File: config.mk
export PLATFORM = sky130hd
export DESIGN_NAME = nsp_fifo
export DESIGN_NICKNAME = d
export VERILOG_FILES = /design/src/rtl/nsp_pkg.sv /design/src/rtl/nsp_fifo.sv
export SDC_FILE = /design/constraint.sdc
export NUM_CORES = 1
export LEC_CHECK = 0
export ABC_AREA = 1
export BUFFER_PORTS_ARGS = -buffer_cell sky130_fd_sc_hd__buf_2
export CAP_MARGIN = 20
export CORE_MARGIN = 2
export CORE_UTILIZATION = 52
export CTS_CLUSTER_DIAMETER = 30
export CTS_CLUSTER_SIZE = 30
export DETAILED_ROUTE_END_ITERATION = 12
export HOLD_SLACK_MARGIN = 0.12
export MAX_ROUTING_LAYER = met4
export PLACE_DENSITY = 0.83
export SETUP_SLACK_MARGIN = 0.05
export SLEW_MARGIN = 20
export SYNTH_ARGS = -nofsm -noshare
export SYNTH_HDL_FRONTEND = slang
export SYNTH_SLANG_ARGS = --single-unit
File: constraint.sdc
create_clock -name clk_i -period 2.1 [get_ports clk_i]
set_input_delay 0.42 -clock clk_i [delete_from_list [all_inputs] [get_ports clk_i]]
set_output_delay 0.42 -clock clk_i [all_outputs]
set_load 0.005 [all_outputs]
File: src/rtl/nsp_pkg.sv
// ----------------------------------------------------------------------------
// nsp_pkg
// Shared constants, types and helper functions for the NMEA sentence parser.
// ----------------------------------------------------------------------------
`timescale 1ns / 1ps

package nsp_pkg;

  // Store geometry
  localparam int FIELD_SLOTS = 11;
  localparam int GGA_FIELDS  = 15;
  localparam int RMC_FIELDS  = 13;
  localparam int GSA_FIELDS  = 18;
  localparam int NUM_TYPES   = 3;

  localparam int MAX_GR      = (GGA_FIELDS > RMC_FIELDS) ? GGA_FIELDS : RMC_FIELDS;
  localparam int MAX_FIELDS  = (MAX_GR > GSA_FIELDS) ? MAX_GR : GSA_FIELDS;
  localparam int STORE_DEPTH = NUM_TYPES * MAX_FIELDS * FIELD_SLOTS;
  localparam int ADDR_W      = $clog2(STORE_DEPTH);
  localparam int FNUM_W      = $clog2(MAX_FIELDS + 1);
  // position also counts the two checksum digits, so it must reach 2
  localparam int POS_W       = $clog2(((FIELD_SLOTS > 3) ? FIELD_SLOTS : 3) + 1);

  // Sentence ID
  localparam int ID_LEN      = 5;
  localparam int ID_CNT_W    = $clog2(ID_LEN + 1);
  localparam logic [8*ID_LEN-1:0] ID_GGA = "GPGGA";
  localparam logic [8*ID_LEN-1:0] ID_RMC = "GPRMC";
  localparam logic [8*ID_LEN-1:0] ID_GSA = "GPGSA";

  // Character codes
  localparam logic [7:0] CH_DOLLAR  = 8'h24;
  localparam logic [7:0] CH_COMMA   = 8'h2C;
  localparam logic [7:0] CH_STAR    = 8'h2A;
  localparam logic [7:0] CH_ZERO    = 8'h30;
  localparam logic [7:0] CH_NINE    = 8'h39;
  localparam logic [7:0] HEX_DIGIT_BASE = 8'd48;
  localparam logic [7:0] HEX_ALPHA_BASE = 8'd55;

  // Opcodes
  localparam logic OP_RX   = 1'b0;
  localparam logic OP_READ = 1'b1;

  // Sentence type codes
  localparam logic [1:0] TYPE_GGA = 2'd0;
  localparam logic [1:0] TYPE_RMC = 2'd1;
  localparam logic [1:0] TYPE_GSA = 2'd2;

  // Op queue between parser and store
  localparam int FIFO_DEPTH = 4;
  localparam int FIFO_PTR_W = $clog2(FIFO_DEPTH);
  localparam int FIFO_CNT_W = $clog2(FIFO_DEPTH + 1);

  typedef enum logic [1:0] {
    PH_WAIT,
    PH_ID,
    PH_FIELDS,
    PH_SUM
  } phase_e;

  // One queued store operation plus the result fields already known
  typedef struct packed {
    logic              wr_en;
    logic              rd_en;
    logic [ADDR_W-1:0] addr;
    logic [7:0]        wdata;
    logic              frame_valid;
    logic              done;
    logic [1:0]        done_type;
  } nsp_op_t;

  // Number of fields kept for a sentence type
  function automatic int fields_of(input logic [1:0] t);
    int n;
    n = GSA_FIELDS;
    if (t == TYPE_GGA) n = GGA_FIELDS;
    else if (t == TYPE_RMC) n = RMC_FIELDS;
    return n;
  endfunction

  // Flat store address of one character
  function automatic logic [ADDR_W-1:0] store_addr(input int t, input int f, input int p);
    int a;
    a = (t * MAX_FIELDS + f) * FIELD_SLOTS + p;
    return a[ADDR_W-1:0];
  endfunction

endpackage

File: src/rtl/nsp_fifo.sv
// ----------------------------------------------------------------------------
// nsp_fifo
// Short op queue between the parser and the store back end.
// ----------------------------------------------------------------------------
`timescale 1ns / 1ps

module nsp_fifo (
  input  logic             clk_i,
  input  logic             rst_ni,
  input  logic             push_i,
  input  nsp_pkg::nsp_op_t data_i,
  output logic             full_o,
  input  logic             pop_i,
  output logic             valid_o,
  output nsp_pkg::nsp_op_t data_o
);

  nsp_pkg::nsp_op_t                 mem_q [nsp_pkg::FIFO_DEPTH];
  logic [nsp_pkg::FIFO_PTR_W-1:0]   wptr_q, wptr_d;
  logic [nsp_pkg::FIFO_PTR_W-1:0]   rptr_q, rptr_d;
  logic [nsp_pkg::FIFO_CNT_W-1:0]   cnt_q, cnt_d;
  logic                             do_push;
  logic                             do_pop;

  assign full_o  = (int'(cnt_q) == nsp_pkg::FIFO_DEPTH);
  assign valid_o = (cnt_q != '0);
  assign data_o  = mem_q[rptr_q];

  assign do_push = push_i && !full_o;
  assign do_pop  = pop_i && valid_o;

  // pointer and fill count update
  always_comb begin
    wptr_d = wptr_q;
    rptr_d = rptr_q;
    cnt_d  = cnt_q;
    if (do_push) begin
      wptr_d = (int'(wptr_q) == nsp_pkg::FIFO_DEPTH - 1) ? '0 :
               wptr_q + nsp_pkg::FIFO_PTR_W'(1);
    end
    if (do_pop) begin
      rptr_d = (int'(rptr_q) == nsp_pkg::FIFO_DEPTH - 1) ? '0 :
               rptr_q + nsp_pkg::FIFO_PTR_W'(1);
    end
    if (do_push && !do_pop) begin
      cnt_d = cnt_q + nsp_pkg::FIFO_CNT_W'(1);
    end else if (do_pop && !do_push) begin
      cnt_d = cnt_q - nsp_pkg::FIFO_CNT_W'(1);
    end
  end

  always_ff @(posedge clk_i or negedge rst_ni) begin
    if (!rst_ni) begin
      wptr_q <= '0;
      rptr_q <= '0;
      cnt_q  <= '0;
    end else begin
      wptr_q <= wptr_d;
      rptr_q <= rptr_d;
      cnt_q  <= cnt_d;
    end
  end

  // entry storage
  always_ff @(posedge clk_i) begin
    if (do_push) begin
      mem_q[wptr_q] <= data_i;
    end
  end

endmodule

Yosys cells after proc, flatten, opt, wreduce, memory -nomap -nowiden:

Memory sizes are Yosys's and may differ from the RTL's.
Cells that the tools add are included.

* input bits: 28
* memory bits (writable): 96
* flip-flop bits (word level): 7
* output and inout bits: 26
* word-level logic and storage cells: 26
* memories kept: 1

* mux-type cells: 6
* equality and inequality tests: 3
* reduce and logical (&&, ||, !) cells: 9
* add/subtract/negate cells: 4

Memories
* mem_q: words 4, bits a word 24, rd ports 1, clocked after memory_dff 0, write ports 1, RTL line nsp_fifo.sv:18 `nsp_pkg::nsp_op_t mem_q [nsp_pkg::FIFO_DEPTH];`

Operator list (number)
* 3-bit two-way mux: 2
* 2-bit by 1-bit adder with 2-bit output, second input constant: 2
* 2-bit by 1-bit equality test with 1-bit output, second input constant: 2
* 1-bit logical AND: 4
* 2-bit two-way mux: 2
* 3-bit by 1-bit adder with 3-bit output, second input constant: 1
* 3-bit equality test, second input constant: 1
* 1-bit zero test: 3
* 3-bit nonzero test: 1
* 3-bit by 1-bit subtractor with 3-bit output, second input constant: 1
* 1-bit two-way mux: 2
* 2-bit nonzero test: 1

Logic depth before layout (Yosys ltp):

Gate-level depths: netlist of the first run.

* word-level depth: 7
* depth in mapped cells: 12

Worst setup path after synthesis of the first run:

No wires, ideal clock.

* kind: register -> register
* start point: register cnt_q[0] (netlist bit)
* end point: memory mem_q[3][0] (netlist bit), enable pin
* library setup time: 405 ps
* arrival time: 1751 ps
* slack: -56 ps
* clock period less this slack: 2156 ps
* stages on the path, launching flop included: 5
* cells stage by stage: dfrtp_1 -> inv_1 -> nand3_1 -> nand2_1 -> nor2_1

* longest elaborated chain between the ends: 5

Ends and longest elaborated chain
* start, declared: RTL line nsp_fifo.sv:21 `logic [nsp_pkg::FIFO_CNT_W-1:0] cnt_q, cnt_d;`
* start signal, assigned: RTL line nsp_fifo.sv:60 `cnt_q <= cnt_d;`
* 3-bit equality test: RTL line nsp_fifo.sv:25 `assign full_o = (int'(cnt_q) == nsp_pkg::FIFO_DEPTH);`
* 1-bit zero test: RTL line nsp_fifo.sv:29 `assign do_push = push_i && !full_o;`
* 1-bit logical AND: RTL line nsp_fifo.sv:29
* 1-bit two-way mux: RTL line nsp_fifo.sv:66 `if (do_push) begin`
* 1-bit two-way mux (not written as such): RTL line nsp_fifo.sv:67 `mem_q[wptr_q] <= data_i;`
* end, declared: RTL line nsp_fifo.sv:18

No other way between the ends.

==> impl_results.rst, run 1 <==
.. list-table::
   :header-rows: 1

   * - Metric
     - Value
   * - Outcome
     - completed
   * - Half-perimeter wire length after detailed placement
     - approximately 5000 um
   * - DRT iter0 DRCs
     - approximately 130
   * - Post-route cell area
     - about 0.005 mm^2
   * - Number of enable flip-flop cells after synthesis
     - 96
   * - First-pass GRT wire length
     - 12400 um
   * - FF+latch count, synth
     - roughly 100
   * - Signed area change from the synthesized netlist to the final layout
     - 15.8%
   * - Deepest level of the CTS H-tree
     - 3
   * - Cell count after placement
     - about 500
   * - Final routed wire length divided by cell count
     - roughly 15 um
   * - Synth top cells by count
     - edfxtp_1 (96), nand2_1 (87), inv_1 (62), o211ai_1 (29), o211ai_2 (19)
   * - Detail-routed via count per cell
     - just over 5
   * - Setup repair after global routing missed its margin
     - true
   * - Die width
     - between 90 and 100 um
   * - Mean area per synthesized cell
     - roughly 13 um^2
   * - Post-DRT Antenna Nets
     - 0
   * - CP max-delay cell
     - dfrtp_4
   * - Initial Util
     - 0.534
   * - Power Density
     - 1330 mW/mm^2
   * - Worst setup skew after layout
     - roughly 0.008 ns
   * - Number of buffers between clock root and the deepest sink
     - 2
   * - Hold Fails Final Rpt
     - 0
   * - Post-synth top area share
     - 0.660
   * - Synthesis warning total
     - 0
   * - Required arrival time at the worst endpoint
     - about 1.7 ns
   * - Cts bufs inserted
     - 9
   * - # setup viols final
     - 0
   * - Setup TNS
     - 0 ns
   * - Netlist cell types
     - 16
   * - Clock slew seen by the registers of the worst setup and hold paths
     - 0.09 ns
   * - Pin slew with the least headroom to its limit
     - between 0.3 and 0.4 ns
   * - Critical path class
     - register to primary output
   * - Finished Layout Cells
     - 517
   * - Commonest register cell after synthesis
     - edfxtp_1
   * - Cell count of the worst hold path
     - 1
   * - Standard-cell rows
     - 33
   * - Fraction of layout instances using a drive strength above 1
     - 0.269
   * - Kind of capture point of the worst setup path
     - primary output
   * - Final routed wirelength across all metal layers
     - about 7900 um
   * - Overall fraction of global-route tracks in use
     - 0.192
   * - Number of instances in the synthesized netlist
     - between 300 and 400
   * - Final critical-path required period
     - 1.98 ns
   * - Core occupancy in the finished layout
     - 0.619
   * - Synth Net Count
     - between 300 and 400
   * - Number of pins with negative max-slew slack in the final report
     - 0
   * - Relative slew slack
     - 0.778
   * - Vias in the first global route
     - 2685
   * - Antenna violations before repair
     - 0
   * - Boundary Pins
     - 54
   * - Area contributors post-synth
     - edfxtp_1 (66%), nand2_1 (7.5%), o211ai_2 (5.4%), inv_1 (5.3%), o211ai_1 (5.0%)
   * - Placement Cell Area
     - between 0.004 and 0.005 mm^2
   * - Arrival time at the worst endpoint
     - 1.56 ns
   * - Share of synthesized flip-flops with an asynchronous set or reset
     - 0.0680
   * - Die area
     - 0.00915 mm^2
   * - Placer congestion estimate
     - 0.782
   * - Critical-path maximum fanout
     - 13
   * - DRC
     - 0
   * - Tightest Hold Check Type
     - input port to register
   * - Length in cells of the worst reg-to-reg path
     - 10
   * - Pin count of the biggest net entering global routing
     - 33
   * - Clk Tree Root Cell
     - clkbuf_8
   * - Vertical die dimension
     - between 90 and 100 um
   * - Maximum capacitance violations
     - 0
   * - Leading cell type by number of instances after synthesis
     - edfxtp_1
   * - Part of the Yosys area used for sequential elements
     - 0.700
   * - List of cells traversed by the critical path
     - buf_4, o211ai_1, nand2_1, buf_2
   * - Port Buffer Count
     - between 50 and 60
   * - Startpoint Class
     - register
   * - Cell accounting for the most synthesized area
     - edfxtp_1
   * - Cell area after technology mapping
     - around 0.0044 mm^2
   * - Peak supply drop
     - approximately 0.72 mV
   * - Total overflow reported by the global router
     - 0
   * - DR vias
     - around 2700
   * - Delay of the slowest cell on the worst path
     - ~0.56 ns
   * - Clock tree from TritonCTS
     - built
   * - Total clock sinks
     - between 100 and 150
   * - Fraction of the cycle the final worst path needs
     - 0.945
   * - Maximum clock rate
     - between 0.5 and 0.6 GHz
   * - Final net count
     - roughly 440
   * - # diodes
     - 0
   * - Core outline area
     - between 0.008 and 0.009 mm^2
   * - Clock insertion delay at the later pin of the skew report
     - roughly 0.36 ns
   * - Number of detailed-routing iterations run before antenna repair
     - 4
   * - Leakage
     - about 2.1 nW
[state kept, by name, summed over array words and instances (netlist names)]
signal / count
cnt_q: 3
rptr_q: 2
mem_q: 96
wptr_q: 2
[critical path: cells and delay by family (launching register included)]
family,cells,cell delay (ns)
AO/OA/AOI/OAI,1,0.19
buffers and inverters,2,0.35
flip-flops,1,0.56
AND/OR/NAND/NOR,1,0.10
[kinds of logic after synthesis]
family          Yosys count  synth area share
flops                   103             0.700
simple gates            101            0.0894
buf+inv                  79            0.0811
compound gates           49             0.105
fa+ha+maj                 7            0.0218
xor+xnor                  1           0.00201
[layout by cell type, fill, tap and decap left out, drive strengths merged]
master / synthesis / layout
buf: 16 / 71
clkinv: 0 / 2
bufinv: 0 / 2
edfxtp: 96 / 96
o21ai: 1 / 1
clkinvlp: 0 / 2
dlygate4sd3: 0 / 1
ha: 6 / 6
dfrtp: 7 / 7
nand2: 87 / 87
nand3: 7 / 7
nand4: 1 / 1
fa: 1 / 1
clkbuf: 0 / 9
nor2: 6 / 6
inv: 63 / 64
xnor2: 1 / 1
o211ai: 48 / 48
[cell type report]
cell class | count | area, um^2
Clock buffer | 9 | 124
Clock inverter | 7 | 96.3
Sequential cell | 103 | 3060
Inverter | 63 | 236
Timing Repair Buffer | 72 | 443
Multi-Input combinational cell | 158 | 965
Fill cell | 628 | 3120
Tap cell | 105 | 131
[stage by stage]
stage               worst slack, ns  power (W)  hold slack (ns)
finish                        0.115    0.00671            0.267
global route                 0.0330    0.00717            0.245
CTS                          0.0728    0.00674            0.255
detailed placement            0.295    0.00540            0.272
global placement              0.327    0.00529            0.267
floorplan                   -0.0558    0.00453            0.124
[worst paths after layout]
| check | slack (ns) | startpoint | to |
|---|---|---|---|
| max in group asynchronous | 1.49 | rst_ni | rptr_q[0] |
| worst max register to register | 0.28 | cnt_q[1] | cnt_q[2] |
| min in group asynchronous | 0.42 | rst_ni | cnt_q[2] |
| worst min-delay path | 0.27 | data_i[13] | mem_q[3][13] |
| worst max-delay path | 0.12 | rptr_q[0] | data_o[3] |
| worst min register to register | 0.51 | cnt_q[2] | cnt_q[2] |
[report_power, final]
group	leakage, nW	internal, W	total (W)	switching (W)
Clock	0.103	0.000673	0.00133	0.000657
Combinational	1.05	0.00102	0.00249	0.00147
Sequential	0.963	0.00271	0.00289	0.000179
[per-layer routing]
metal  up-vias  share of wire  global-route usage
li1       1287              -                   -
met1      1295           0.41               0.207
met2        65           0.54               0.344
met3        11          0.043              0.0403
met4         0          0.014              0.0762
met5         -              0                   -
[timing repair]
item                                    CTS  global route
gates resized for setup                   0             2
endpoints found under the setup margin    7            13
buffers inserted                          1             2
hold endpoints to repair                  7             0
hold buffers                              1             0
Note: power is estimated with default switching activity, not from simulation.
==> run 2, diff against run 1 <==
--- a/config.mk
+++ b/config.mk
@@ -15,7 +15,8 @@
 export DETAILED_ROUTE_END_ITERATION = 12
 export HOLD_SLACK_MARGIN = 0.12
 export MAX_ROUTING_LAYER = met4
-export PLACE_DENSITY = 0.83
+export PLACE_DENSITY = 0.84
+export REMOVE_ABC_BUFFERS = 1
 export SETUP_SLACK_MARGIN = 0.05
 export SLEW_MARGIN = 20
 export SYNTH_ARGS = -nofsm -noshare
==> run 2 against run 1 <==
Net effect:
- non-clock buffer count is 4 lower
- register-to-register slack worse by 0.03 ns
- via count up 0.64%
- worst hold slack improved by 0.0070 ns
- largest cell class unchanged
- first-iteration DRC count is 46% higher
- clock skew is 0.0011 ns higher
==> impl_results.rst, run 2 (same netlist as run 1, synthesis figures left out) <==
.. list-table::
   :header-rows: 1

   * - Metric
     - Value
   * - Fraction of the cycle the final worst path needs
     - 0.955
   * - DRC
     - 0
   * - Overall fraction of global-route tracks in use
     - 0.192
   * - Maximum clock rate
     - between 0.4 and 0.5 GHz
   * - Peak supply drop
     - around 0.84 mV
   * - Cell count after placement
     - around 500
   * - Number of detailed-routing iterations run before antenna repair
     - 4
   * - Final critical-path required period
     - 2.01 ns
   * - Clock tree from TritonCTS
     - built
   * - Vertical die dimension
     - around 96 um
   * - Required arrival time at the worst endpoint
     - between 1.5 and 2 ns
   * - Most used cells in the layout excluding fill and tap cells
     - edfxtp_1 (96), nand2_1 (87), inv_1 (62)
   * - First-pass GRT wire length
     - ~12000 um
   * - Pre-CTS setup slack
     - between 0.2 and 0.3 ns
   * - Half-perimeter wire length after detailed placement
     - ~5000 um
   * - Setup TNS
     - 0 ns
   * - Share of power burned in registers
     - 0.445
   * - Signed area change from the synthesized netlist to the final layout
     - 14.9%
   * - Top register by number of flip-flops
     - mem_q
   * - Vias in the first global route
     - approximately 2500
   * - Clk Tree Root Cell
     - clkbuf_8
   * - Core outline area
     - 0.00818 mm^2
   * - Die area
     - between 0.009 and 0.01 mm^2
   * - Post-DRT Antenna Nets
     - 0
   * - CP max-delay cell
     - dfrtp_4
   * - Port Buffer Count
     - 53
   * - Most common cell after layout, fill and taps aside
     - edfxtp_1
   * - Hold Fails Final Rpt
     - 0
   * - Tightest Hold Check Type
     - input port to register
   * - Finished Layout Cells
     - 514
   * - Setup repair after global routing missed its margin
     - true
   * - Final net count
     - 438
   * - Deepest level of the CTS H-tree
     - 3
   * - # setup viols final
     - 0
   * - Boundary Pins
     - between 50 and 60
   * - Part of the total power dissipated in combinational logic
     - 0.395
   * - Number of pins with negative max-slew slack in the final report
     - 0
   * - Clock slew seen by the registers of the worst setup and hold paths
     - about 0.09 ns
   * - Worst setup skew after layout
     - ~0.0091 ns
   * - Antenna violations before repair
     - 1
   * - Kind of capture point of the worst setup path
     - primary output
   * - Total Power
     - roughly 0.0065 W
   * - DR vias
     - around 2700
   * - Power Density
     - 1300 mW/mm^2
   * - Detail-routed via count per cell
     - roughly 5.2
   * - Placer congestion estimate
     - ~0.75
   * - Total clock sinks
     - ~100
   * - Final routed wirelength across all metal layers
     - ~8000 um
   * - Fraction of layout instances using a drive strength above 1
     - 0.255
   * - Final routed wire length divided by cell count
     - roughly 16 um
   * - Cts bufs inserted
     - 9
   * - Internal
     - around 0.0042 W
   * - Initial Util
     - 0.534
   * - Switching share of power
     - 0.356
   * - CP top delay family
     - flip-flops
   * - Startpoint Class
     - register
   * - Power dissipated by switching net loads
     - between 0.002 and 0.0025 W
   * - Largest register FFs
     - 96
   * - Pin count of the biggest net entering global routing
     - 44
   * - Number of buffers between clock root and the deepest sink
     - 2
   * - Worst Path Buf+Inv
     - 2
   * - Relative slew slack
     - 0.747
   * - Arrival time at the worst endpoint
     - roughly 1.6 ns
   * - DRT iter0 DRCs
     - between 150 and 200
   * - Pin slew with the least headroom to its limit
     - 0.379 ns
   * - Registers with the highest flip-flop counts
     - mem_q x96, cnt_q x3
   * - Standard-cell rows
     - 33
   * - Outcome
     - completed
   * - Delay of the slowest cell on the worst path
     - 0.56 ns
   * - Total overflow reported by the global router
     - 0
   * - Post-route setup slack
     - roughly 0.094 ns
   * - List of cells traversed by the critical path
     - buf_12, o211ai_1, nand2_1, buf_2
   * - Clk pwr share
     - 0.160
   * - Critical path class
     - register to primary output
   * - Clock insertion delay at the later pin of the skew report
     - ~0.36 ns
   * - Maximum capacitance violations
     - 0
   * - Core occupancy in the finished layout
     - 0.614
   * - Leakage
     - approximately 2.1 nW
   * - Critical-path maximum fanout
     - 18
   * - Die width
     - 95.6 um
[run 2: layer usage]
metal  vias up  wire, um  track usage
met5         -         0            -
met4         0       143       0.0881
met3        11       435       0.0348
met2        72      4080        0.308
met1      1308      3370        0.238
li1       1284         -            -
[run 2: worst paths after layout]
kind	startpoint	endpoint	slack (ns)	cells past startpoint
setup reg to reg	cnt_q[0]	cnt_q[2]	0.25	10
setup / recovery	rptr_q[0]	data_o[0]	0.09	4
hold / removal	data_i[18]	mem_q[0][18]	0.27	1
min in group asynchronous	rst_ni	cnt_q[2]	0.42	2
max in group asynchronous	rst_ni	rptr_q[0]	1.51	2
hold reg to reg	cnt_q[2]	cnt_q[2]	0.54	2
[run 2: final cells by class]
type	count	area (um^2)
clock buffer	13	139
clock inverter	3	21.3
multi-input combinational	158	975
tap	105	131
timing repair buffer	68	448
antenna	1	2.50
sequential	103	3060
inverter	63	239
fill	637	3160
[run 2: repair_timing]
| item | in CTS | in global routing |
|---|---|---|
| pin swaps | 0 | 3 |
| cloned | 0 | 1 |
| setup endpoints to repair | 12 | 13 |
| setup buffers | 3 | 0 |
| gates resized for setup | 0 | 2 |
| hold buffers | 1 | 0 |
| hold endpoints to repair | 7 | 0 |
[run 2: through the flow]
stage,area [um^2],hold WS [ns]
detailed placement,4790,0.269
CTS,4990,0.259
floorplan,4250,0.124
global placement,4790,0.261
global route,5020,0.264
finish,5020,0.274
[run 2: worst register-to-register path, cell delays in order, from the launching register on]
cell     delay, ns
dfrtp_1       0.43
inv_1         0.10
nand3_1       0.13
nand2_1       0.14
ha_1          0.18
inv_1         0.07
fa_1          0.40
nand2_1       0.11
nand3_1       0.08
nand2_1       0.07
nand2_1       0.05
[run 2: power by group through the flow]
stage / clock network (W) / logic (W) / registers, W
after CTS: 0.00106 / 0.00255 / 0.00288
after global placement: 0 / 0.00232 / 0.00295
after global routing: 0.00115 / 0.00289 / 0.00293
final: 0.00104 / 0.00257 / 0.00290
after detailed placement: 0 / 0.00245 / 0.00298
after floorplan: 0 / 0.00122 / 0.00312
==> run 3, diff against run 2 <==
--- a/config.mk
+++ b/config.mk
@@ -5,17 +5,15 @@
 export SDC_FILE = /design/constraint.sdc
 export NUM_CORES = 1
 export LEC_CHECK = 0
-export ABC_AREA = 1
 export BUFFER_PORTS_ARGS = -buffer_cell sky130_fd_sc_hd__buf_2
 export CAP_MARGIN = 20
-export CORE_MARGIN = 2
-export CORE_UTILIZATION = 52
+export CORE_UTILIZATION = 51
 export CTS_CLUSTER_DIAMETER = 30
 export CTS_CLUSTER_SIZE = 30
 export DETAILED_ROUTE_END_ITERATION = 12
 export HOLD_SLACK_MARGIN = 0.12
 export MAX_ROUTING_LAYER = met4
-export PLACE_DENSITY = 0.84
+export PLACE_DENSITY = 0.83
 export REMOVE_ABC_BUFFERS = 1
 export SETUP_SLACK_MARGIN = 0.05
 export SLEW_MARGIN = 20
==> run 3 against run 2 <==
Net effect:
- area after synthesis decreased by 8.7%
- sequential power decreased by 1%
- register-to-register slack got worse by 0.07 ns
- worst setup slack got worse by 0.054 ns
- synthesized cell count decreased by 52%
- worst hold slack got worse by 0.0057 ns
- routed wire length decreased by 21%
- power decreased by 5.2%
- core utilization increased by 1.5 points
- global-route usage decreased by 1.7 points
- critical path type unchanged
- largest cell class unchanged
- highest routed layer unchanged
==> impl_results.rst, run 3 <==
.. list-table::
   :header-rows: 1

   * - Metric
     - Value
   * - Deepest level of the CTS H-tree
     - 3
   * - Setup repair after global routing missed its margin
     - true
   * - Outcome
     - completed
   * - Fillers
     - slightly above 500
   * - # setup viols final
     - 0
   * - Clock insertion delay at the later pin of the skew report
     - ~0.36 ns
   * - Cts bufs inserted
     - 9
   * - Vertical die dimension
     - between 90 and 100 um
   * - Area contributors post-synth
     - edfxtp_1 (72%), mux4_2 (10%), dfrtp_1 (4.4%), mux4_1 (4.0%), ha_1 (1.9%)
   * - Overall fraction of global-route tracks in use
     - 0.175
   * - Total clock sinks
     - 103
   * - Worst setup skew after layout
     - 0.00758 ns
   * - Clock tree from TritonCTS
     - built
   * - Number of buffers between clock root and the deepest sink
     - 2
   * - Most used cells in the layout excluding fill and tap cells
     - edfxtp_1 (96), buf_2 (49), mux4_2 (24)
   * - FF/Latch Area
     - 0.00306 mm^2
   * - Netlist cell types
     - 20
   * - Cell accounting for the most synthesized area
     - edfxtp_1
   * - Hold Fails Final Rpt
     - 0
   * - Setup TNS
     - 0 ns
   * - Die area
     - between 0.008 and 0.009 mm^2
   * - Number of pins with negative max-slew slack in the final report
     - 0
   * - Total area of multi-input combinational cells
     - between 800 and 900 um^2
   * - Synthesis warning total
     - 0
   * - Share of power burned in registers
     - 0.464
   * - Fraction of layout instances using a drive strength above 1
     - 0.490
   * - Pin slew with the least headroom to its limit
     - around 0.28 ns
   * - Peak supply drop
     - roughly 0.66 mV
   * - Kind of capture point of the worst setup path
     - primary output
   * - # diodes
     - 0
   * - Boundary Pins
     - 54
   * - Signed area change from the synthesized netlist to the final layout
     - 16.9%
   * - Most common cell after layout, fill and taps aside
     - edfxtp_1
   * - Initial Util
     - 0.538
   * - Post-synth top area share
     - 0.723
   * - Met3 global-route usage
     - 0.0362
   * - Internal
     - roughly 0.0045 W
   * - Power dissipated by switching net loads
     - roughly 0.0017 W
   * - Final net count
     - around 270
   * - Part of the Yosys area used for sequential elements
     - 0.767
   * - Clock slew seen by the registers of the worst setup and hold paths
     - 0.09 ns
   * - Fraction of the cycle the final worst path needs
     - 0.981
   * - Relative slew slack
     - 0.814
   * - Most Used Layer, Global Route
     - met2
   * - Registers with the highest flip-flop counts
     - mem_q x96, cnt_q x3
   * - Number of detailed-routing iterations run before antenna repair
     - 4
   * - Final routed wirelength across all metal layers
     - between 6000 and 7000 um
   * - Standard-cell rows
     - 31
   * - Required arrival time at the worst endpoint
     - about 1.7 ns
   * - Top register by number of flip-flops
     - mem_q
   * - Tightest Hold Check Type
     - input port to register
   * - Cell area after technology mapping
     - 0.00399 mm^2
   * - Number of instances in the synthesized netlist
     - approximately 160
   * - Critical-path maximum fanout
     - 14
   * - Synth top cells by count
     - edfxtp_1 (96), mux4_2 (18), dfrtp_1 (7), ha_1 (6), mux4_1 (6)
   * - Met1 Usage GRT
     - 0.220
   * - Post-route setup slack
     - between 0.04 and 0.05 ns
   * - Port Buffer Count
     - 53
   * - Final routed wire length divided by cell count
     - roughly 19 um
   * - Clk pwr share
     - 0.190
   * - Startpoint Class
     - register
   * - DR vias
     - ~1800
   * - Half-perimeter wire length after detailed placement
     - 4230 um
   * - Core outline area
     - around 0.0074 mm^2
   * - DRT iter0 DRCs
     - 110
   * - FF+latch count, synth
     - a little over 100
   * - Commonest register cell after synthesis
     - edfxtp_1
   * - Leakage
     - 1.66 nW
   * - Clk Tree Root Cell
     - clkbuf_8
   * - Pin count of the biggest net entering global routing
     - 17
   * - Share of synthesized flip-flops with an asynchronous set or reset
     - 0.0680
   * - Post-route cell area
     - 0.00466 mm^2
   * - Pre-CTS setup slack
     - about 0.12 ns
   * - Placer congestion estimate
     - approximately 0.74
   * - Final critical-path required period
     - between 2 and 2.5 ns
   * - Arrival time at the worst endpoint
     - around 1.6 ns
   * - Mean area per synthesized cell
     - ~24 um^2
   * - Total overflow reported by the global router
     - 0
   * - Antenna violations before repair
     - 0
   * - Maximum capacitance violations
     - 0
   * - Die width
     - about 90 um
   * - Placement Cell Area
     - between 0.004 and 0.005 mm^2
   * - DRC
     - 0
   * - Largest register FFs
     - 96
   * - Post-DRT Antenna Nets
     - 0
   * - Leading cell type by number of instances after synthesis
     - edfxtp_1
   * - First-pass GRT wire length
     - 9980 um
   * - Number of enable flip-flop cells after synthesis
     - 96
   * - Detail-routed via count per cell
     - about 5.3
   * - Met2 Use GR
     - 0.277
   * - Critical path class
     - register to primary output
   * - Maximum clock rate
     - 0.486 GHz
   * - Switching share of power
     - 0.277
   * - Power Density
     - ~1300 mW/mm^2
   * - Vias in the first global route
     - 1897
   * - Part of the total power dissipated in combinational logic
     - 0.347
==> run 3: cell count changes after synthesis, sizes merged, moves of 4 or more <==
cell / delta
and2: +4
buf: -9
inv: -60
mux2: +5
mux4: +24
nand2: -86
nand3: -7
o211ai: -48
==> run 3: per-stage QoR <==
| step | cells | hold WS, ns | util | power [W] |
|---|---|---|---|---|
| after floorplan | 156 | 0.124 | - | 0.00408 |
| after global placement | 323 | 0.261 | 0.599 | 0.00489 |
| after detailed placement | 323 | 0.264 | 0.599 | 0.00497 |
| after CTS | 340 | 0.256 | 0.625 | 0.00621 |
| after global routing | 340 | 0.254 | 0.629 | 0.00651 |
| final | 340 | 0.268 | 0.629 | 0.00617 |
==> run 3: cell families after synthesis <==
| family | after synthesis | synth area share |
|---|---|---|
| multiplexers | 29 | 0.159 |
| XOR/XNOR | 3 | 0.00659 |
| adder cells (fa/ha/maj) | 7 | 0.0239 |
| buffers and inverters | 10 | 0.0223 |
| flip-flops | 103 | 0.767 |
| AND/OR/NAND/NOR | 11 | 0.0210 |
==> run 3: area by class of cell <==
cell class,count,area share
Clock inverter,5,0.0126
Timing Repair Buffer,70,0.0956
Inverter,3,0.00242
Clock buffer,10,0.0274
Tap cell,99,0.0266
Sequential cell,103,0.657
Multi-Input combinational cell,50,0.179
==> run 3: repair_timing <==
action	in CTS	in global routing
hold endpoints to repair	7	0
endpoints found under the setup margin	24	25
pin swaps	0	2
buffers inserted	1	0
resized for setup	8	5
hold buffers	1	0
==> run 3: worst paths after layout <==
check / from / endpoint / slack, ns / depth (start not counted)
max: rptr_q[0] / data_o[0] / 0.04 / 3
min: data_i[9] / mem_q[2][9] / 0.27 / 1
max reg2reg: cnt_q[0] / cnt_q[2] / 0.18 / 8
min reg2reg: cnt_q[2] / cnt_q[2] / 0.49 / 1
max in group asynchronous: rst_ni / rptr_q[0] / 1.51 / 2
min in group asynchronous: rst_ni / cnt_q[2] / 0.42 / 2
==> run 3: power groups by stage <==
stage	clock, W	sequential [W]	combinational, W
2_1_floorplan	0	0.00304	0.00104
3_3_place_gp	0	0.00288	0.00201
3_5_place_dp	0	0.00291	0.00205
4_1_cts	0.00120	0.00287	0.00214
5_1_grt	0.00128	0.00290	0.00232
6_report	0.00117	0.00286	0.00214
==> run 3: worst max-delay path, cell delays in order (launching register included) <==
cell     delay [ns]
dfrtp_2        0.43
buf_12         0.18
mux4_2         0.52
buf_2          0.14
==> run 3: layer usage <==
layer,share of wire,up-vias
li1,-,815
met4,0.014,0
met5,0,-
met2,0.52,68
met3,0.050,7
met1,0.42,898
